==> src/sv/smavg_pkg.sv <==
// Shared widths, codes, thresholds and helpers for the supply monitor averager.
package smavg_pkg;

    // Sample accumulation
    localparam int SAMPLE_W            = 12;
    localparam int SPR_LOG2            = 3;
    localparam int SAMPLES_PER_READING = 1 << SPR_LOG2;
    localparam int CNT_W               = SPR_LOG2;
    localparam int SUM_W               = SAMPLE_W + SPR_LOG2;

    // Configuration registers
    localparam int VREF_W     = 13;
    localparam int RATIO_W    = 4;
    localparam int RES_W      = 16;
    localparam int CFG_ADDR_W = 2;
    localparam int CFG_DATA_W = 16;

    localparam logic [CFG_ADDR_W-1:0] REG_VREF   = 2'd0;
    localparam logic [CFG_ADDR_W-1:0] REG_RATIO  = 2'd1;
    localparam logic [CFG_ADDR_W-1:0] REG_CUR_EN = 2'd2;
    localparam logic [CFG_ADDR_W-1:0] REG_RES    = 2'd3;

    localparam logic [VREF_W-1:0]  VREF_RST  = 13'd3300;
    localparam logic [RATIO_W-1:0] RATIO_RST = 4'd3;

    // Result fields
    localparam int VAL_W  = 16;
    localparam int TYPE_W = 3;
    localparam int PCT_W  = 7;

    // Serial arithmetic units
    localparam int MUL_W  = 35;   // avg * vref * 1000 fits here
    localparam int MPLR_W = 13;   // widest multiplier operand (vref)
    localparam int QUO_W  = MUL_W;
    localparam int DVSR_W = 16;
    localparam int Q1_W   = 24;   // quotient of a MUL_W product by full scale

    localparam int FULL_SCALE = 4095;
    localparam int UV_PER_MV  = 1000;
    localparam int PCT_SCALE  = 100;

    localparam logic [VAL_W-1:0] VALUE_MAX = 16'hFFFF;

    // Supply type codes
    localparam logic [TYPE_W-1:0] SUP_UNKNOWN = 3'd0;
    localparam logic [TYPE_W-1:0] SUP_USB     = 3'd1;
    localparam logic [TYPE_W-1:0] SUP_LIPO1S  = 3'd2;
    localparam logic [TYPE_W-1:0] SUP_LIPO2S  = 3'd3;
    localparam logic [TYPE_W-1:0] SUP_ALK4    = 3'd4;
    localparam logic [TYPE_W-1:0] SUP_ALK6    = 3'd5;

    // Classification thresholds in millivolts
    localparam logic [VAL_W-1:0] TH_LIPO1S = 16'd3500;
    localparam logic [VAL_W-1:0] TH_USB    = 16'd4500;
    localparam logic [VAL_W-1:0] TH_ALK4   = 16'd5500;
    localparam logic [VAL_W-1:0] TH_LIPO2S = 16'd6500;
    localparam logic [VAL_W-1:0] TH_ALK6   = 16'd8000;
    localparam logic [VAL_W-1:0] TH_TOP    = 16'd10000;

    // Charge interpolation end points
    localparam logic [VAL_W-1:0] LIPO1S_LO = 16'd3000;
    localparam logic [VAL_W-1:0] LIPO1S_HI = 16'd4200;
    localparam logic [VAL_W-1:0] LIPO2S_LO = 16'd6000;
    localparam logic [VAL_W-1:0] LIPO2S_HI = 16'd8400;

    localparam logic [PCT_W-1:0] PCT_FULL  = 7'd100;
    localparam logic [PCT_W-1:0] PCT_HALF  = 7'd50;
    localparam logic [PCT_W-1:0] PCT_EMPTY = 7'd0;

    // Stream words
    localparam int IN_TDATA_W  = 16;
    localparam int OUT_TDATA_W = 40;
    localparam int OUT_AVG_LSB  = 0;
    localparam int OUT_VAL_LSB  = OUT_AVG_LSB + SAMPLE_W;
    localparam int OUT_TYPE_LSB = OUT_VAL_LSB + VAL_W;
    localparam int OUT_PCT_LSB  = OUT_TYPE_LSB + TYPE_W;
    localparam int OUT_PAD_LSB  = OUT_PCT_LSB + PCT_W;

    function automatic logic [TYPE_W-1:0] classify(input logic [VAL_W-1:0] mv);
        logic [TYPE_W-1:0] t;
        if (mv < TH_LIPO1S)      t = SUP_UNKNOWN;
        else if (mv < TH_USB)    t = SUP_LIPO1S;
        else if (mv < TH_ALK4)   t = SUP_USB;
        else if (mv < TH_LIPO2S) t = SUP_ALK4;
        else if (mv < TH_ALK6)   t = SUP_LIPO2S;
        else if (mv < TH_TOP)    t = SUP_ALK6;
        else                     t = SUP_UNKNOWN;
        return t;
    endfunction

    function automatic logic [VAL_W-1:0] sat_val(input logic [QUO_W-1:0] q);
        return (|q[QUO_W-1:VAL_W]) ? VALUE_MAX : q[VAL_W-1:0];
    endfunction

endpackage

==> src/sv/supply_monitor_averager_core.sv <==
// Supply monitor averager: sample accumulation, serial scaling and reading output.
//
//  channel   | direction | handshake             | payload
//  ----------+-----------+-----------------------+---------------------------------------
//  s stream  | in        | i_s_tvalid/o_s_tready | tdata: sample; tuser: req_type
//  m stream  | out       | o_m_tvalid/i_m_tready | tdata: raw_average, value, supply_type,
//            |           |                       |        charge_percent; tuser: reading_kind
//  cfg       | in        | i_cfg_we              | i_cfg_addr, i_cfg_data
//
//  A sample is summed in the cycle it is accepted; one word per cycle while a run fills.
//  The run's last word starts the shared multiplier and divider; the reading loads into the
//  output register after avg * vref, * ratio or * 1000 and / full scale for voltage or
//  disabled current, adding / resistance for current or * 100 and / span for lithium charge.
//  The next run's last word stalls (o_s_tready low) until then; a full output register
//  stalls the sequencer. Synchronous active-low reset clears run, sequencer and config.
module supply_monitor_averager_core import smavg_pkg::*; (
    input  logic                   i_clk,
    input  logic                   i_rst_n,
    // slave stream
    input  logic                   i_s_tvalid,
    output logic                   o_s_tready,
    input  logic [IN_TDATA_W-1:0]  i_s_tdata,   // [11:0] sample, [15:12] zero
    input  logic                   i_s_tuser,   // [0] req_type
    // master stream
    output logic                   o_m_tvalid,
    input  logic                   i_m_tready,
    output logic [OUT_TDATA_W-1:0] o_m_tdata,   // [11:0] raw_average, [27:12] value,
                                                // [30:28] supply_type, [37:31] charge_percent,
                                                // [39:38] zero
    output logic                   o_m_tuser,   // [0] reading_kind
    // configuration
    input  logic                   i_cfg_we,
    input  logic [CFG_ADDR_W-1:0]  i_cfg_addr,
    input  logic [CFG_DATA_W-1:0]  i_cfg_data
);
    // Sequencer states
    localparam logic [3:0] ST_IDLE = 4'd0;
    localparam logic [3:0] ST_MUL1 = 4'd1;   // avg * vref
    localparam logic [3:0] ST_MUL2 = 4'd2;   // * divider ratio or * 1000
    localparam logic [3:0] ST_DIV1 = 4'd3;   // / full scale
    localparam logic [3:0] ST_EVAL = 4'd4;   // classify, pick the next step
    localparam logic [3:0] ST_MUL3 = 4'd5;   // (mv - lo) * 100
    localparam logic [3:0] ST_DIV2 = 4'd6;   // / span or / sense resistance
    localparam logic [3:0] ST_DONE = 4'd7;   // hand over to the output register

    // Configuration
    logic [VREF_W-1:0]  r_vref;
    logic [RATIO_W-1:0] r_ratio;
    logic               r_cur_en;
    logic [RES_W-1:0]   r_res;

    // Run accumulation
    logic [SUM_W-1:0]    r_sum;
    logic [CNT_W-1:0]    r_cnt;
    logic [SUM_W-1:0]    run_sum;
    logic [SAMPLE_W-1:0] run_avg;
    logic                in_acc;
    logic                run_done;

    // Sequencer and reading payload
    logic [3:0]          r_state, n_state;
    logic                r_kind, n_kind;
    logic [SAMPLE_W-1:0] r_avg, n_avg;
    logic [Q1_W-1:0]     r_q1, n_q1;
    logic [VAL_W-1:0]    r_val, n_val;
    logic [TYPE_W-1:0]   r_type, n_type;
    logic [PCT_W-1:0]    r_pct, n_pct;
    logic [VAL_W-1:0]    lo_mv, hi_mv;
    logic                out_load;

    // Arithmetic units
    logic               mul_start, mul_done;
    logic [MUL_W-1:0]   mul_mcand, mul_prod;
    logic [MPLR_W-1:0]  mul_mplier;
    logic               div_start, div_done;
    logic [QUO_W-1:0]   div_dividend, div_quo;
    logic [DVSR_W-1:0]  div_divisor;

    // Output register
    logic                   r_out_valid;
    logic [OUT_TDATA_W-1:0] r_out_data;
    logic                   r_out_kind;

    always_ff @(posedge i_clk) begin
        if (!i_rst_n) begin
            r_vref   <= VREF_RST;
            r_ratio  <= RATIO_RST;
            r_cur_en <= 1'b0;
            r_res    <= '0;
        end else if (i_cfg_we) begin
            case (i_cfg_addr)
                REG_VREF:   r_vref   <= i_cfg_data[VREF_W-1:0];
                REG_RATIO:  r_ratio  <= i_cfg_data[RATIO_W-1:0];
                REG_CUR_EN: r_cur_en <= i_cfg_data[0];
                REG_RES:    r_res    <= i_cfg_data[RES_W-1:0];
                default: ;
            endcase
        end
    end

    // Hold off only the word that closes a run while a reading is still in flight.
    assign o_s_tready = !((r_cnt == CNT_W'(SAMPLES_PER_READING - 1)) && (r_state != ST_IDLE));
    assign in_acc     = i_s_tvalid && o_s_tready;
    assign run_done   = in_acc && (r_cnt == CNT_W'(SAMPLES_PER_READING - 1));
    assign run_sum    = r_sum + SUM_W'(i_s_tdata[SAMPLE_W-1:0]);
    assign run_avg    = run_sum[SUM_W-1:SPR_LOG2];

    always_ff @(posedge i_clk) begin
        if (!i_rst_n) begin
            r_sum <= '0;
            r_cnt <= '0;
        end else if (in_acc) begin
            r_sum <= run_done ? '0 : run_sum;
            r_cnt <= run_done ? '0 : r_cnt + 1'b1;
        end
    end

    // Interpolation end points for the two lithium types
    assign lo_mv = (r_type == SUP_LIPO2S) ? LIPO2S_LO : LIPO1S_LO;
    assign hi_mv = (r_type == SUP_LIPO2S) ? LIPO2S_HI : LIPO1S_HI;

    always_comb begin
        n_state      = r_state;
        n_kind       = r_kind;
        n_avg        = r_avg;
        n_q1         = r_q1;
        n_val        = r_val;
        n_type       = r_type;
        n_pct        = r_pct;
        mul_start    = 1'b0;
        mul_mcand    = '0;
        mul_mplier   = '0;
        div_start    = 1'b0;
        div_dividend = '0;
        div_divisor  = '0;
        out_load     = 1'b0;
        case (r_state)
            ST_IDLE: begin
                if (run_done) begin
                    mul_start  = 1'b1;
                    mul_mcand  = MUL_W'(run_avg);
                    mul_mplier = r_vref;
                    n_kind     = i_s_tuser;
                    n_avg      = run_avg;
                    n_state    = ST_MUL1;
                end
            end
            ST_MUL1: begin
                if (mul_done) begin
                    mul_start  = 1'b1;
                    mul_mcand  = mul_prod;
                    mul_mplier = r_kind ? MPLR_W'(UV_PER_MV) : MPLR_W'(r_ratio);
                    n_state    = ST_MUL2;
                end
            end
            ST_MUL2: begin
                if (mul_done) begin
                    div_start    = 1'b1;
                    div_dividend = mul_prod;
                    div_divisor  = DVSR_W'(FULL_SCALE);
                    n_state      = ST_DIV1;
                end
            end
            ST_DIV1: begin
                if (div_done) begin
                    n_q1    = div_quo[Q1_W-1:0];
                    n_val   = sat_val(div_quo);
                    n_type  = r_kind ? SUP_UNKNOWN : classify(sat_val(div_quo));
                    n_pct   = PCT_EMPTY;
                    n_state = ST_EVAL;
                end
            end
            ST_EVAL: begin
                if (r_kind) begin
                    if (r_cur_en && (r_res != '0)) begin
                        div_start    = 1'b1;
                        div_dividend = QUO_W'(r_q1);
                        div_divisor  = r_res;
                        n_state      = ST_DIV2;
                    end else begin
                        n_val   = '0;
                        n_state = ST_DONE;
                    end
                end else begin
                    case (r_type)
                        SUP_USB: begin
                            n_pct   = PCT_FULL;
                            n_state = ST_DONE;
                        end
                        SUP_LIPO1S, SUP_LIPO2S: begin
                            if (r_val <= lo_mv) begin
                                n_pct   = PCT_EMPTY;
                                n_state = ST_DONE;
                            end else if (r_val >= hi_mv) begin
                                n_pct   = PCT_FULL;
                                n_state = ST_DONE;
                            end else begin
                                mul_start  = 1'b1;
                                mul_mcand  = MUL_W'(r_val - lo_mv);
                                mul_mplier = MPLR_W'(PCT_SCALE);
                                n_state    = ST_MUL3;
                            end
                        end
                        default: begin
                            n_pct   = PCT_HALF;
                            n_state = ST_DONE;
                        end
                    endcase
                end
            end
            ST_MUL3: begin
                if (mul_done) begin
                    div_start    = 1'b1;
                    div_dividend = mul_prod;
                    div_divisor  = hi_mv - lo_mv;
                    n_state      = ST_DIV2;
                end
            end
            ST_DIV2: begin
                if (div_done) begin
                    if (r_kind) begin
                        n_val = sat_val(div_quo);
                    end else begin
                        n_pct = div_quo[PCT_W-1:0];
                    end
                    n_state = ST_DONE;
                end
            end
            ST_DONE: begin
                // Advance only when the output register is free or draining.
                if (!r_out_valid || i_m_tready) begin
                    out_load = 1'b1;
                    n_state  = ST_IDLE;
                end
            end
            default: begin
                n_state = ST_IDLE;
            end
        endcase
    end

    always_ff @(posedge i_clk) begin
        if (!i_rst_n) begin
            r_state <= ST_IDLE;
        end else begin
            r_state <= n_state;
        end
    end

    always_ff @(posedge i_clk) begin
        r_kind <= n_kind;
        r_avg  <= n_avg;
        r_q1   <= n_q1;
        r_val  <= n_val;
        r_type <= n_type;
        r_pct  <= n_pct;
    end

    smavg_smul u_mul (
        .i_clk    (i_clk),
        .i_rst_n  (i_rst_n),
        .i_start  (mul_start),
        .i_mcand  (mul_mcand),
        .i_mplier (mul_mplier),
        .o_done   (mul_done),
        .o_prod   (mul_prod)
    );

    smavg_sdiv u_div (
        .i_clk      (i_clk),
        .i_rst_n    (i_rst_n),
        .i_start    (div_start),
        .i_dividend (div_dividend),
        .i_divisor  (div_divisor),
        .o_done     (div_done),
        .o_quo      (div_quo)
    );

    // Output register: a finished reading waits here while the next run fills.
    always_ff @(posedge i_clk) begin
        if (!i_rst_n) begin
            r_out_valid <= 1'b0;
        end else if (out_load) begin
            r_out_valid <= 1'b1;
        end else if (i_m_tready) begin
            r_out_valid <= 1'b0;
        end
    end

    always_ff @(posedge i_clk) begin
        if (out_load) begin
            r_out_data <= {(OUT_TDATA_W - OUT_PAD_LSB)'(0), r_pct, r_type, r_val, r_avg};
            r_out_kind <= r_kind;
        end
    end

    assign o_m_tvalid = r_out_valid;
    assign o_m_tdata  = r_out_data;
    assign o_m_tuser  = r_out_kind;

endmodule

==> src/sv/smavg_smul.sv <==
// Bit-serial shift-and-add multiplier, one multiplier bit per cycle.
module smavg_smul import smavg_pkg::*; (
    input  logic              i_clk,
    input  logic              i_rst_n,
    input  logic              i_start,
    input  logic [MUL_W-1:0]  i_mcand,
    input  logic [MPLR_W-1:0] i_mplier,
    output logic              o_done,
    output logic [MUL_W-1:0]  o_prod
);
    localparam int STEP_W = $clog2(MPLR_W);

    logic              r_busy;
    logic              r_done;
    logic [STEP_W-1:0] r_step;
    logic [MUL_W-1:0]  r_acc;
    logic [MUL_W-1:0]  r_mcand;
    logic [MPLR_W-1:0] r_mplier;

    always_ff @(posedge i_clk) begin
        if (!i_rst_n) begin
            r_busy <= 1'b0;
            r_done <= 1'b0;
            r_step <= '0;
        end else begin
            r_done <= 1'b0;
            if (i_start) begin
                r_busy <= 1'b1;
                r_step <= '0;
            end else if (r_busy) begin
                r_step <= r_step + 1'b1;
                if (r_step == STEP_W'(MPLR_W - 1)) begin
                    r_busy <= 1'b0;
                    r_done <= 1'b1;
                end
            end
        end
    end

    always_ff @(posedge i_clk) begin
        if (i_start) begin
            r_acc    <= '0;
            r_mcand  <= i_mcand;
            r_mplier <= i_mplier;
        end else if (r_busy) begin
            if (r_mplier[0]) begin
                r_acc <= r_acc + r_mcand;
            end
            r_mcand  <= {r_mcand[MUL_W-2:0], 1'b0};
            r_mplier <= {1'b0, r_mplier[MPLR_W-1:1]};
        end
    end

    assign o_done = r_done;
    assign o_prod = r_acc;

endmodule

==> src/sv/smavg_sdiv.sv <==
// Bit-serial restoring divider, one quotient bit per cycle.
module smavg_sdiv import smavg_pkg::*; (
    input  logic              i_clk,
    input  logic              i_rst_n,
    input  logic              i_start,
    input  logic [QUO_W-1:0]  i_dividend,
    input  logic [DVSR_W-1:0] i_divisor,
    output logic              o_done,
    output logic [QUO_W-1:0]  o_quo
);
    localparam int STEP_W = $clog2(QUO_W);

    logic              r_busy;
    logic              r_done;
    logic [STEP_W-1:0] r_step;
    logic [QUO_W-1:0]  r_quo;
    logic [DVSR_W-1:0] r_rem;
    logic [DVSR_W-1:0] r_dvsr;

    logic [DVSR_W:0]   shifted;
    logic [DVSR_W:0]   diff;
    logic              fits;

    // Bring down the next dividend bit; subtract when the divisor fits.
    assign shifted = {r_rem, r_quo[QUO_W-1]};
    assign diff    = shifted - {1'b0, r_dvsr};
    assign fits    = (shifted >= {1'b0, r_dvsr});

    always_ff @(posedge i_clk) begin
        if (!i_rst_n) begin
            r_busy <= 1'b0;
            r_done <= 1'b0;
            r_step <= '0;
        end else begin
            r_done <= 1'b0;
            if (i_start) begin
                r_busy <= 1'b1;
                r_step <= '0;
            end else if (r_busy) begin
                r_step <= r_step + 1'b1;
                if (r_step == STEP_W'(QUO_W - 1)) begin
                    r_busy <= 1'b0;
                    r_done <= 1'b1;
                end
            end
        end
    end

    always_ff @(posedge i_clk) begin
        if (i_start) begin
            r_quo  <= i_dividend;
            r_rem  <= '0;
            r_dvsr <= i_divisor;
        end else if (r_busy) begin
            r_rem <= fits ? diff[DVSR_W-1:0] : shifted[DVSR_W-1:0];
            r_quo <= {r_quo[QUO_W-2:0], fits};
        end
    end

    assign o_done = r_done;
    assign o_quo  = r_quo;

endmodule

==> config.mk <==
export PLATFORM = sky130hd
export DESIGN_NAME = supply_monitor_averager_core
export DESIGN_NICKNAME = d
export VERILOG_FILES = /design/src/sv/smavg_pkg.sv /design/src/sv/supply_monitor_averager_core.sv /design/src/sv/smavg_smul.sv /design/src/sv/smavg_sdiv.sv
export SDC_FILE = /design/constraint.sdc
export NUM_CORES = 1
export LEC_CHECK = 0
export ABC_AREA = 1
export BUFFER_PORTS_ARGS = -buffer_cell sky130_fd_sc_hd__buf_2
export CAP_MARGIN = 5
export CORE_ASPECT_RATIO = 0.9
export CORE_MARGIN = 2
export CORE_UTILIZATION = 67
export DETAILED_ROUTE_END_ITERATION = 8
export PLACE_DENSITY = 0.95
export SLEW_MARGIN = 20
export SYNTH_ARGS = -nofsm -noshare
export SYNTH_HDL_FRONTEND = slang
export SYNTH_SLANG_ARGS = --single-unit
==> constraint.sdc <==
create_clock -name i_clk -period 11.65 [get_ports i_clk]
set_input_delay 2.33 -clock i_clk [delete_from_list [all_inputs] [get_ports i_clk]]
set_output_delay 2.33 -clock i_clk [all_outputs]
set_load 0.01 [all_outputs]
# Word-level counts from Yosys, hierarchy flattened
# Index checks and enable logic that the tools add are counted.
[classes]
add_sub_neg = 8
reduce_logical = 35
magnitude_cmp = 9
bitwise = 3
eq_ne = 29
n_mux = 89
[op_table]
columns = ["operator", "count"]
rows = [
  ["35-bit two-way mux", 9],
  ["16-bit two-way mux", 10],
  ["35-bit one-hot mux with 3 select lines", 1],
  ["16-bit one-hot mux with 3 select lines", 2],
  ["7-bit two-way mux", 10],
  ["35-bit one-hot mux with 2 select lines", 1],
  ["16-bit by 13-bit less-than comparator with 1-bit output, second input constant", 4],
  ["13-bit two-way mux", 4],
  ["24-bit two-way mux", 2],
  ["13-bit one-hot mux with 3 select lines", 1],
  ["35-bit adder", 1],
  ["4-bit two-way mux", 8],
  ["4-bit one-hot mux with 8 select lines", 1],
  ["12-bit two-way mux", 2],
  ["1-bit two-way mux", 21],
  ["7-bit one-hot mux with 3 select lines", 1],
  ["10-bit two-way mux", 2],
  ["19-bit OR reduction", 1],
  ["17-bit by 16-bit greater-or-equal comparator with 1-bit output", 1],
  ["16-bit by 13-bit subtractor with 17-bit output", 1],
  ["4-bit by 3-bit == test with 1-bit output, second input constant", 4],
  ["16-bit by 14-bit greater-or-equal comparator with 1-bit output", 1],
  ["16-bit by 13-bit less-or-equal comparator with 1-bit output", 1],
  ["16-bit by 12-bit less-than comparator with 1-bit output, second input constant", 1],
  ["other kinds (42)", 83],
]
[totals]
register_bits = 323
wordCells = 203
inputBits = 40
output_inout_bits = 43

# Depth between registers and ports, before layout
# Gate-level depths: netlist (run 1).
[depth]
word_depth = 9
depth_mapped = 18
depth_no_buf = 17

# Modules after synthesis
# Synthesis (run 1) repeated with hierarchy kept, for this count alone.
[unflattened]
cells_unflattened = 2437
hier_area_um2 = 18622.9
[modules_own_cells]
columns = ["mod", "cells_per_inst", "n_inst", "area_each_um2", "seq_area_each_um2"]
rows = [
  ["supply_monitor_averager_core", 1009, 1, 8353.0, 4184.0],
  ["smavg_smul", 894, 1, 6055.8, 2262.2],
  ["smavg_sdiv", 534, 1, 4214.0, 2011.9],
]

# Least setup slack after synthesis (run 1)
# No wires, ideal clock.
[synth_timing]
kind = "input to register"
start = "input port i_s_tvalid"
end = "register u_mul.r_mcand[0], enable pin"
required_time_ps = 11244
n_path_buf = 1
setup_ps = 406
arrival_time_ps = 4155
slack_ps = 7089
path_stages = 8
cell_sequence = "a21boi_2 > nand2_2 > nand2_1 > inv_2 > nand2_2 > inv_2 > buf_2 > nand2_1"
[synth_between]
elab_chain_cells = 5
[synth_rtl]
columns = ["item", "line", "source"]
rows = [
  ["from (decl)", "supply_monitor_averager_core.sv:20", "input logic i_s_tvalid,"],
  ["1-bit logical AND", "supply_monitor_averager_core.sv:103", "assign in_acc = i_s_tvalid && o_s_tready;"],
  ["1-bit logical AND", "supply_monitor_averager_core.sv:104", "assign run_done = in_acc && (r_cnt == CNT_W'(SAMPLES_PER_READING - 1));"],
  ["1-bit two-way mux", "supply_monitor_averager_core.sv:139", "if (run_done) begin"],
  ["1-bit one-hot mux with 3 select lines", "supply_monitor_averager_core.sv:137", "case (r_state)"],
  ["2-bit nonzero test (no source line)", "--", ""],
  ["to (signal assigned)", "smavg_smul.sv:43", "r_mcand <= i_mcand;"],
  ["to (signal assigned)", "smavg_smul.sv:49", "r_mcand <= {r_mcand[MUL_W-2:0], 1'b0};"],
  ["to (decl)", "smavg_smul.sv:17", "logic [MUL_W-1:0] r_mcand;"],
]
# No other way between the ends.
# A chain may end at the register's enable or synchronous reset.

# Worst setup path after layout (run 1)
[layout_timing]
start = "register r_type[2]"
end = "register u_mul.r_mcand[31], enable pin"
[layout_between]
elab_chain_cells = 9
elab_cells_between_ends = 13
classes_between = "order compare (2); eq/ne (2); mux (7); reduce/logical (2)"
[layout_rtl]
columns = ["item", "line", "source"]
rows = [
  ["from (decl)", "supply_monitor_averager_core.sv:66", "logic [TYPE_W-1:0] r_type, n_type;"],
  ["from (signal assigned)", "supply_monitor_averager_core.sv:255", "r_type <= n_type;"],
  ["3-bit by 2-bit == test with 1-bit output", "supply_monitor_averager_core.sv:119, supply_monitor_averager_core.sv:120, supply_monitor_averager_core.sv:185", ""],
  ["14-bit two-way mux", "supply_monitor_averager_core.sv:120", "assign hi_mv = (r_type == SUP_LIPO2S) ? LIPO2S_HI : LIPO1S_HI;"],
  ["16-bit by 14-bit greater-or-equal comparator with 1-bit output", "supply_monitor_averager_core.sv:194", "end else if (r_val >= hi_mv) begin"],
  ["1-bit two-way mux", "supply_monitor_averager_core.sv:194", ""],
  ["1-bit two-way mux", "supply_monitor_averager_core.sv:191", "if (r_val <= lo_mv) begin"],
  ["1-bit two-way mux (*)", "supply_monitor_averager_core.sv:185", "case (r_type)"],
  ["1-bit two-way mux (*)", "supply_monitor_averager_core.sv:174", "if (r_kind) begin"],
  ["1-bit one-hot mux with 3 select lines (*)", "supply_monitor_averager_core.sv:137", ""],
  ["2-bit nonzero test (no source line) (*)", "--", ""],
]
# Every way passes the cells marked *; elsewhere a longest branch is shown, timed or not.

==> flow_summary.toml, run 1 <==
[sta]
worstMarginPinSlew_ps = 1060
final.setup.worst_slack_ps = 6270
worst_slew_margin_rel_pct = 28.8
final.setup_skew_ps = 27.8
finalMaxSlewViolations = 0
final.min_clock_period_ps = 5380
finalHoldViolations = 0
rsz0062_at_grt = "no"
final.period_utilization_pct = 46.2
finalSetupViolations = 0
totalNegativeSetupSlack_ps = 0
fmax_ghz = 0.186

[place]
detailedPlace.worstSlack_ps = 5770
port_buffers = 76
finalWeightedCongestion = 1.01
post-place-cells = 2510
hpwl_mm = 33.5

[power]
power_frac_comb_pct = 12.5
totalPowerFinal_mw = 2.65
vdd.ir_drop.worst_mv = 0.126
power.switching_mw = 0.721
power.switching_fraction_pct = 27.2
share_clk_of_total_power_pct = 39.4
pwr-share-seq_pct = 48.1
power.static_leakage_nw = 8.25
power_report.internal_total_mw = 1.93
pwr_per_cell_area_mw_per_mm2 = 138

[synth]
postSynth.topFlopCell = "edfxtp_1"
yosys.cell_types.count = 55
mappedNetlistArea_mm2 = 0.0176
synth_commonest_cells = "nand2_1, nor2_1, nand3_1"
ys.warnings.count = 0
synth_edf_count = 201
synth_most_common_cell = "nand2_1"
synth.ff_latch_count = 322
synthCells = 2142
synth_largest_type_area_fraction_pct = 34.3
synth_area_per_cell_um2 = 8.21
synth-async-reset-ratio_pct = 0
synth_seq_area_share_pct = 48.1
synth_top_cell_by_area = "edfxtp_1"
post_synth_main_area_contributors = "edfxtp_1, dfxtp_1, nand2_1, nand3_1, ha_1"

[layout]
design.final.nets = 2320
area_growth_syn_to_layout_pct = 9.39
instances_no_fill = 2569
drive_above_1_share_pct = 8.42
layout.core_utilization_pct = 74.2

[outcome]
run_status = "finished, final reports clean"

[worst_setup_path]
worst_path_dominant_cell_family = "simple AND/OR/NAND/NOR gates"
startpoint = "r_type[2]"
regToRegStartpoint = "r_type[2]"
worst-setup-path-type = "register to register"
critical-path-slowest-cell = "nand2_2"
critPathBufInv = 2
crit_path_end_kind = "register"
r2r.worst_path.cells = 15
timing.critical_path.from_type = "register"
crit_path_max_fanout = 48
critPathMostFrequentCell = "nand2_1"
worst_ep_required_time_ps = 11850
crit_arrival_ps = 5580
timing.critical_path.cells = "nor2_1 > nand2_1 > ha_1 > inv_1 > ha_1 > nand3_2 > a21oi_2 > nand3_1 > nand2_1 > nand2_1 > nor2_4 > nand3_4 > nand2_2 > inv_2 > nand2_4"
critical-path-max-stage-delay_ps = 740
worst-path-stages = 15

[clocking]
worst_setup_hold_path_clk_slew_ps = 60
tritoncts.num_buffers = 31
clkSinkCount = 322
tritoncts = "built"
ctsRootBufferMaster = "clkbuf_16"
ctsLongestPathBuffers = 3
cts_max_level = 1
postCtsSetupRepairBufs = 0
post_cts.resized_instances = 0
worstSkewPairLatency_ps = 580
postCtsHoldBufs = 0

[drt]
remaining_drc_errors = 0
drt_pre_antenna_iters = 7
vias = 16200
route.antenna.remaining_nets = 0
drt_iter0_markers = 2314
wl_mm = 49.0
detail_route.vias_per_cell = 6.30
route.detailed.wl_per_inst_um = 19.1

[global_routing]
grt_max_degree = 61
global_route_wire_length_before_repair_mm = 77.7
grt.total_usage_pct = 35.1
initial_antenna_violation_count = 2
gr-total-overflow = 0
vias_in_the_first_global_route = 15100

[floorplan]
dieHeight_um = 158
count_of_boundary_i_o_pins = 83
dieArea_mm2 = 0.0276
die_w_um = 175
start_util_pct = 67.8
floorplan_core_area_mm2 = 0.0259
std_cell_rows = 56

[min_path]
worst_hold_startpoint = "r_avg[9]"
holdPathStages = 0
hp-class = "register to register"

[run]
cap_viol_max_count = 0
[cell families after synthesis]
group / synth area share, %
compound gates: 11.4
simple gates: 26.1
buf+inv: 6.26
fa+ha+maj: 6.10
flops: 48.1
other cells: 0.0213
xor+xnor: 2.04
[final timing paths]
check	endpoint	slack (ps)
setup / recovery	u_mul.r_mcand[31]	6270
hold / removal	o_m_tdata[9]	420
setup reg to reg	u_mul.r_mcand[31]	6270
hold reg to reg	o_m_tdata[9]	420
[cell type report]
class / count / area [µm²]
Antenna cell: 1 / 2.50
Clock buffer: 46 / 953
Clock inverter: 11 / 88.8
Fill cell: 1736 / 6690
Inverter: 208 / 787
Multi-Input combinational cell: 1549 / 8060
Sequential cell: 322 / 8460
Tap cell: 348 / 435
Timing Repair Buffer: 84 / 453
[registers in the layout, indices dropped and copies added (netlist names), 3 cells and up]
signal / cells
u_mul.r_mcand: 35
r_q1: 24
u_div.r_step: 6
u_div.r_dvsr: 16
r_sum: 15
u_mul.r_step: 4
r_pct: 7
u_mul.o_prod: 35
r_val: 16
r_avg: 12
r_res: 16
r_state: 3
o_m_tdata: 38
u_div.o_quo: 35
r_cnt: 3
r_vref: 13
r_ratio: 4
u_mul.r_mplier: 13
u_div.r_rem: 16
r_type: 3
[per-stage QoR]
step	cell area [µm²]	hold slack (ps)
2_1_floorplan	17600	400
3_5_place_dp	18200	405
3_3_place_gp	18200	401
6_report	19200	420
5_1_grt	19200	423
4_1_cts	19200	420
[layer usage]
metal / share of wire (%) / routed length [µm] / up-vias / track usage [%]
li1: - / - / 7346 / -
met1: 38 / 18700 / 7440 / 48.1
met2: 45 / 22100 / 1194 / 56.1
met3: 13 / 6230 / 208 / 7.04
met4: 3.9 / 1920 / 4 / 12.7
met5: 0.23 / 115 / - / 0
[power groups by stage]
stage / combinational (mW) / sequential (mW) / clock (mW)
after global placement: 0.300 / 1.29 / 0
after CTS: 0.316 / 1.27 / 1.03
after detailed placement: 0.311 / 1.30 / 0
final: 0.331 / 1.28 / 1.04
after global routing: 0.364 / 1.28 / 1.07
after floorplan: 0.230 / 1.28 / 0
[cells in the final DEF, fill, tap and decap left out, types with 14 or more instances in the layout]
cell type / Yosys / layout
nand2_1: 527 / 526
nor2_1: 222 / 220
nand3_1: 210 / 210
edfxtp_1: 201 / 201
inv_1: 195 / 195
a21oi_1: 172 / 172
dfxtp_1: 121 / 120
o21ai_0: 119 / 119
ha_1: 81 / 81
buf_2: 17 / 76
clkbuf_16: 0 / 34
xor2_1: 27 / 27
nand4_1: 23 / 23
nand3b_1: 23 / 23
o211ai_1: 22 / 22
nor3_1: 18 / 17
xnor2_1: 14 / 14
[worst reg2reg max path, stage by stage, from the launching register on]
cell and delay (ps):
edfxtp_1 420, nor2_1 300, nand2_1 370, ha_1 340
inv_1 130, ha_1 250, nand3_2 100, a21oi_2 200
nand3_1 100, nand2_1 90, nand2_1 90, nor2_4 290
nand3_4 480, nand2_2 750, inv_2 450, nand2_4 640
(Power assumes the default switching activity.)
==> inputs of run 2 (changes only) <==
--- a/config.mk
+++ b/config.mk
@@ -5,14 +5,14 @@
 export SDC_FILE = /design/constraint.sdc
 export NUM_CORES = 1
 export LEC_CHECK = 0
-export ABC_AREA = 1
+export ABC_AREA = 0
 export BUFFER_PORTS_ARGS = -buffer_cell sky130_fd_sc_hd__buf_2
 export CAP_MARGIN = 5
 export CORE_ASPECT_RATIO = 0.9
 export CORE_MARGIN = 2
-export CORE_UTILIZATION = 67
+export CORE_UTILIZATION = 56
 export DETAILED_ROUTE_END_ITERATION = 8
-export PLACE_DENSITY = 0.95
+export PLACE_DENSITY = 0.87
 export SLEW_MARGIN = 20
 export SYNTH_ARGS = -nofsm -noshare
 export SYNTH_HDL_FRONTEND = slang
==> constraint.sdc (replaced) <==
create_clock -name i_clk -period 4.6 [get_ports i_clk]
set_input_delay 0.92 -clock i_clk [delete_from_list [all_inputs] [get_ports i_clk]]
set_output_delay 0.92 -clock i_clk [all_outputs]
set_load 0.01 [all_outputs]
==> run 2 against run 1 <==
Effect of this change:
- flip-flop and latch count stayed put
- worst hold slack is essentially flat
- largest cell class unchanged
- clock power grew to 2.8 times the previous value
- non-clock buffer count increased by 21
- power increased to 2.6 times the previous value
- maximum frequency grew 29%
- sequential share of layout area rose by 2.1 points
- routed wire length decreased by 16%
- utilization decreased by 10 points
- global-route usage is 8.0 points lower
==> flow_summary.toml, run 2 <==
[outcome]
run_status = "finished, final reports clean"

[sta]
finalSetupViolations = 0
worstMarginPinSlew_ps = 1080
worst_hold_slack_ps = 420
totalNegativeSetupSlack_ps = 0
final.period_utilization_pct = 91.0
fmax_ghz = 0.239
finalHoldViolations = 0
worst_slew_margin_rel_pct = 28.1
rsz0062_at_grt = "no"
finalMaxSlewViolations = 0
final.min_clock_period_ps = 4190
final.setup.worst_slack_ps = 415
final.setup_skew_ps = 11.9

[synth]
synth_edf_count = 201
combinational_family_with_the_most_area_after_synthesis = "compound AO/OA/AOI/OAI gates"
ys.warnings.count = 0
post_synth_main_area_contributors = "edfxtp_1, dfxtp_1, ha_1, nand2_1, a21oi_1"
mappedNetlistArea_mm2 = 0.0163
synth_area_per_cell_um2 = 10.0
yosys.cell_types.count = 73
postSynth.topFlopCell = "edfxtp_1"
synth.ff_latch_count = 322
synth_largest_type_area_fraction_pct = 36.9
synth-adder-area-share_pct = 6.57
synthCells = 1631
synth_seq_area_share_pct = 51.7
synth_top_cell_by_area = "edfxtp_1"
synth-async-reset-ratio_pct = 0
synth_commonest_cells = "nand2_1, edfxtp_1, a21oi_1, dfxtp_1, nor2_1"
synth.mux.area_fraction_pct = 0.796
synth_most_common_cell = "nand2_1"
yosys.area_share.xor_xnor_pct = 3.70
synth_compound_area_share_pct = 18.2
synth_simple_gate_area_share_pct = 15.8

[min_path]
hp-class = "register to register"

[power]
power.static_leakage_nw = 6.98
pwr_per_cell_area_mw_per_mm2 = 376
vdd.ir_drop.worst_mv = 0.232

[place]
hpwl_mm = 28.5
post-place-cells = 2024
finalWeightedCongestion = 0.946
port_buffers = 76
detailedPlace.worstSlack_ps = 555

[clocking]
ctsRootBufferMaster = "clkbuf_16"
worstSkewPairLatency_ps = 510
worst_setup_hold_path_clk_slew_ps = 70
clkSinkCount = 322
ctsLongestPathBuffers = 3
tritoncts = "built"
tritoncts.num_buffers = 34
postCtsHoldBufs = 0
post_cts.resized_instances = 0
cts_max_level = 2
postCtsSetupRepairBufs = 0

[floorplan]
dieArea_mm2 = 0.0306
dieHeight_um = 166
count_of_boundary_i_o_pins = 83
die_w_um = 184
floorplan_core_area_mm2 = 0.0288
std_cell_rows = 59
start_util_pct = 56.8

[worst_setup_path]
worst-setup-path-type = "register to register"
crit_path_end_kind = "register"
worst_ep_required_time_ps = 4800
critical-path-max-stage-delay_ps = 870
r2r_setup_slk_ps = 410
crit_path_max_fanout = 19
critical-path-slowest-cell = "a21oi_2"
crit_arrival_ps = 4380
timing.critical_path.cells = "nor2b_1 > nand2_1 > buf_4 > ha_1 > and3_1 > nand3_1 > or4_4 > a2111oi_4 > nor4b_4 > a21oi_2 > a21oi_1"
timing.critical_path.from_type = "register"

[drt]
route.antenna.remaining_nets = 0
vias = 13100
drt_pre_antenna_iters = 6
remaining_drc_errors = 0
drt_iter0_markers = 1391
route.detailed.wl_per_inst_um = 19.8
wl_mm = 41.3
detail_route.vias_per_cell = 6.27

[global_routing]
grt_max_degree = 59
vias_in_the_first_global_route = 12600
grt.total_usage_pct = 27.2
initial_antenna_violation_count = 1
global_route_wire_length_before_repair_mm = 66.0
gr-total-overflow = 0

[layout]
instances_no_fill = 2087
drive_above_1_share_pct = 10.6
area_growth_syn_to_layout_pct = 12.4
commonest_cells_after_routing_fill_and_taps_aside = "nand2_1, edfxtp_1, a21oi_1, dfxtp_1, nor2_1"
mostFrequentLayoutCell = "nand2_1"
layout.core_utilization_pct = 63.8
largest_reg_flops = 38
fillerInstances = 2168
design.final.nets = 1818

[run]
cap_viol_max_count = 0
## run 2: cell count changes in the layout (fill, tap and decap cells not counted), sizes merged, moves of 28 or more
cell	change
nand2	-276
nor2	-115
a22oi	+37
inv	-150
a21o	+38
o21ai	-57
nor2b	+28
a21oi	-51
nand3	-169
## run 2: cell type report
class	count	area, µm²	share of cell area [%]
Sequential cell	322	8460	46.1
Multi-Input combinational cell	1177	7430	40.4
Clock buffer	43	958	5.22
Timing Repair Buffer	105	611	3.32
Tap cell	366	458	2.49
Clock inverter	19	250	1.36
Inverter	54	203	1.10
Antenna cell	1	2.50	0.0136
## run 2: cell families (layout without fill, tap and decap cells)
| group | after synthesis | count (layout) |
|---|---|---|
| mux | 13 | 13 |
| buf+inv | 133 | 221 |
| flops | 322 | 322 |
| fa+ha+maj | 84 | 84 |
| other cells | 1 | 3 |
| compound gates | 441 | 441 |
| xor+xnor | 69 | 69 |
| simple gates | 568 | 568 |
## run 2: power by group
group / total, mW / internal (mW) / switching, mW
clock network: 2.94 / 1.82 / 1.12
registers: 3.22 / 3.12 / 0.0979
logic: 0.735 / 0.313 / 0.422
total: 6.90 / 5.26 / 1.64
## run 2: final timing paths
| kind | from | to | cells past startpoint |
|---|---|---|---|
| worst max-delay path | r_type[2] | u_mul.r_mcand[24] | 11 |
| worst max register to register | r_type[2] | u_mul.r_mcand[24] | 11 |
| worst min register to register | r_avg[3] | o_m_tdata[3] | 0 |
| worst min-delay path | r_avg[3] | o_m_tdata[3] | 0 |
## run 2: critical path, delay by kind of cell (launching register included)
family,cells,cell delay [ps]
buf+inv,1,210
compound gates,3,1530
fa+ha+maj,1,330
flops,1,420
simple gates,6,1370
## run 2: metrics by stage
stage                     area [µm²]  power, mW
final                          18400       6.90
after global routing           18400       7.14
after CTS                      18400       6.91
after detailed placement       17200       3.99
after global placement         17100       3.96
after floorplan                16400       3.79
## run 2: layer usage
metal / global-route usage, % / vias to the layer above / routed length [µm]
li1: - / 6100 / -
met1: 37.8 / 6221 / 17100
met2: 41.4 / 654 / 18400
met3: 7.08 / 101 / 4540
met4: 9.15 / 0 / 1280
met5: 0 / - / 0
==> inputs of run 3 (changes only) <==
--- a/config.mk
+++ b/config.mk
@@ -5,7 +5,7 @@
 export SDC_FILE = /design/constraint.sdc
 export NUM_CORES = 1
 export LEC_CHECK = 0
-export ABC_AREA = 0
+export ABC_AREA = 1
 export BUFFER_PORTS_ARGS = -buffer_cell sky130_fd_sc_hd__buf_2
 export CAP_MARGIN = 5
 export CORE_ASPECT_RATIO = 0.9
==> run 3 against run 2 <==
Effect of this change:
- utilization shrank 0.68 points
- combinational power grew 9.9%
- count of clock-buffer cells in the layout rose by 4
- critical endpoint is now u_mul.r_mcand[16]
==> flow_summary.toml, run 3 (same netlist as run 1, synthesis figures left out) <==
[clocking]
clkSinkCount = 322
ctsLongestPathBuffers = 3
cts_max_level = 2
postCtsSetupRepairBufs = 0
post_cts.resized_instances = 0
tritoncts.num_buffers = 35
worst_setup_hold_path_clk_slew_ps = 60
tritoncts = "built"
postCtsHoldBufs = 0
ctsRootBufferMaster = "clkbuf_16"
worstSkewPairLatency_ps = 530

[drt]
remaining_drc_errors = 0
drt_iter0_markers = 1614
route.antenna.remaining_nets = 0
route.detailed.wl_per_inst_um = 17.8
drt_pre_antenna_iters = 8
detail_route.vias_per_cell = 5.91
wl_mm = 47.1
vias = 15600

[sta]
worst_hold_slack_ps = 417
worstMarginPinSlew_ps = 1010
final.setup.worst_slack_ps = 689
finalHoldViolations = 0
fmax_ghz = 0.256
final.setup_skew_ps = 26.8
finalSetupViolations = 0
worst_slew_margin_rel_pct = 32.5
totalNegativeSetupSlack_ps = 0
final.period_utilization_pct = 85.0
finalMaxSlewViolations = 0
final.min_clock_period_ps = 3910
rsz0062_at_grt = "no"

[power]
power.static_leakage_nw = 8.36
vdd.ir_drop.worst_mv = 0.282
pwr_per_cell_area_mw_per_mm2 = 353

[floorplan]
die_w_um = 191
dieHeight_um = 172
count_of_boundary_i_o_pins = 83
start_util_pct = 56.9
std_cell_rows = 61
floorplan_core_area_mm2 = 0.0309
dieArea_mm2 = 0.0328

[layout]
design.final.nets = 2333
drive_above_1_share_pct = 8.81
fillerInstances = 2488
layout.core_utilization_pct = 63.1
area_growth_syn_to_layout_pct = 10.9
largest_reg_flops = 38
mostFrequentLayoutCell = "nand2_1"
final-seq-area_mm2 = 0.00846
number_of_antenna_diodes = 0
multi_input_comb_area_mm2 = 0.00804
commonest_cells_after_routing_fill_and_taps_aside = "nand2_1, nor2_1, nand3_1, edfxtp_1, inv_1"

[outcome]
run_status = "finished, final reports clean"

[global_routing]
vias_in_the_first_global_route = 14700
initial_antenna_violation_count = 1
gr-total-overflow = 0
global_route_wire_length_before_repair_mm = 75.2
grt.total_usage_pct = 28.7
grt_max_degree = 60

[place]
detailedPlace.worstSlack_ps = 987
finalWeightedCongestion = 0.976
hpwl_mm = 33.4
port_buffers = 76

[worst_setup_path]
worst_ep_required_time_ps = 4840
regToRegStartpoint = "r_type[2]"
crit_arrival_ps = 4160
timing.critical_path.from_type = "register"
startpoint = "r_type[2]"
crit_path_max_fanout = 38
worst-setup-path-type = "register to register"
crit_path_end_kind = "register"

[min_path]
hp-class = "register to register"
worst_hold_startpoint = "r_pct[5]"

[run]
cap_viol_max_count = 0
[run 3: power by group]
part	switching, mW	total (mW)	internal (mW)
Sequential	0.0990	3.23	3.13
Clock	1.20	2.85	1.66
Combinational	0.541	0.808	0.267
Total	1.84	6.89	5.05
[run 3: worst max-delay path: stages, from the launching register on]
cell and delay [ps]:
edfxtp_1 420, nor2_1 210, nand2_1 340, inv_1 320, ha_1 340, a21oi_1 290, o21bai_1 140, nor2_1 120
nand2_1 110, nand2_1 120, nor2_4 90, nand3_4 70, buf_4 450, clkinv_4 210, nand3_4 260, nand3_1 140
[run 3: metrics by stage]
| stage | cell area [µm²] | total power, mW | cells |
|---|---|---|---|
| global placement | 18300 | 4.03 | 2580 |
| global route | 19500 | 7.13 | 2644 |
| CTS | 19500 | 6.88 | 2643 |
| detailed placement | 18300 | 4.06 | 2580 |
| floorplan | 17600 | 3.83 | 2143 |
| finish | 19500 | 6.89 | 2644 |
[run 3: final cells by class]
type                       instances  share of cell area (%)
timing repair buffer              93                    2.77
multi-input combinational       1549                    41.2
tap                              409                    2.62
clock inverter                    16                   0.673
sequential                       322                    43.4
clock buffer                      47                    5.31
inverter                         208                    4.03
[run 3: path summary, 6_finish.rpt]
kind | to | slack (ps) | depth (start not counted)
max | u_mul.r_mcand[16] | 690 | 15
min | o_m_tdata[36] | 420 | 0
max reg2reg | u_mul.r_mcand[16] | 690 | 15
min reg2reg | o_m_tdata[36] | 420 | 0
[run 3: routing by layer]
metal	up-vias	share of wire, %	global-route usage, %
met2	835	45	46.2
met4	2	2.4	8.29
li1	7381	-	-
met1	7301	41	39.3
met5	-	0.025	0
met3	107	11	5.91
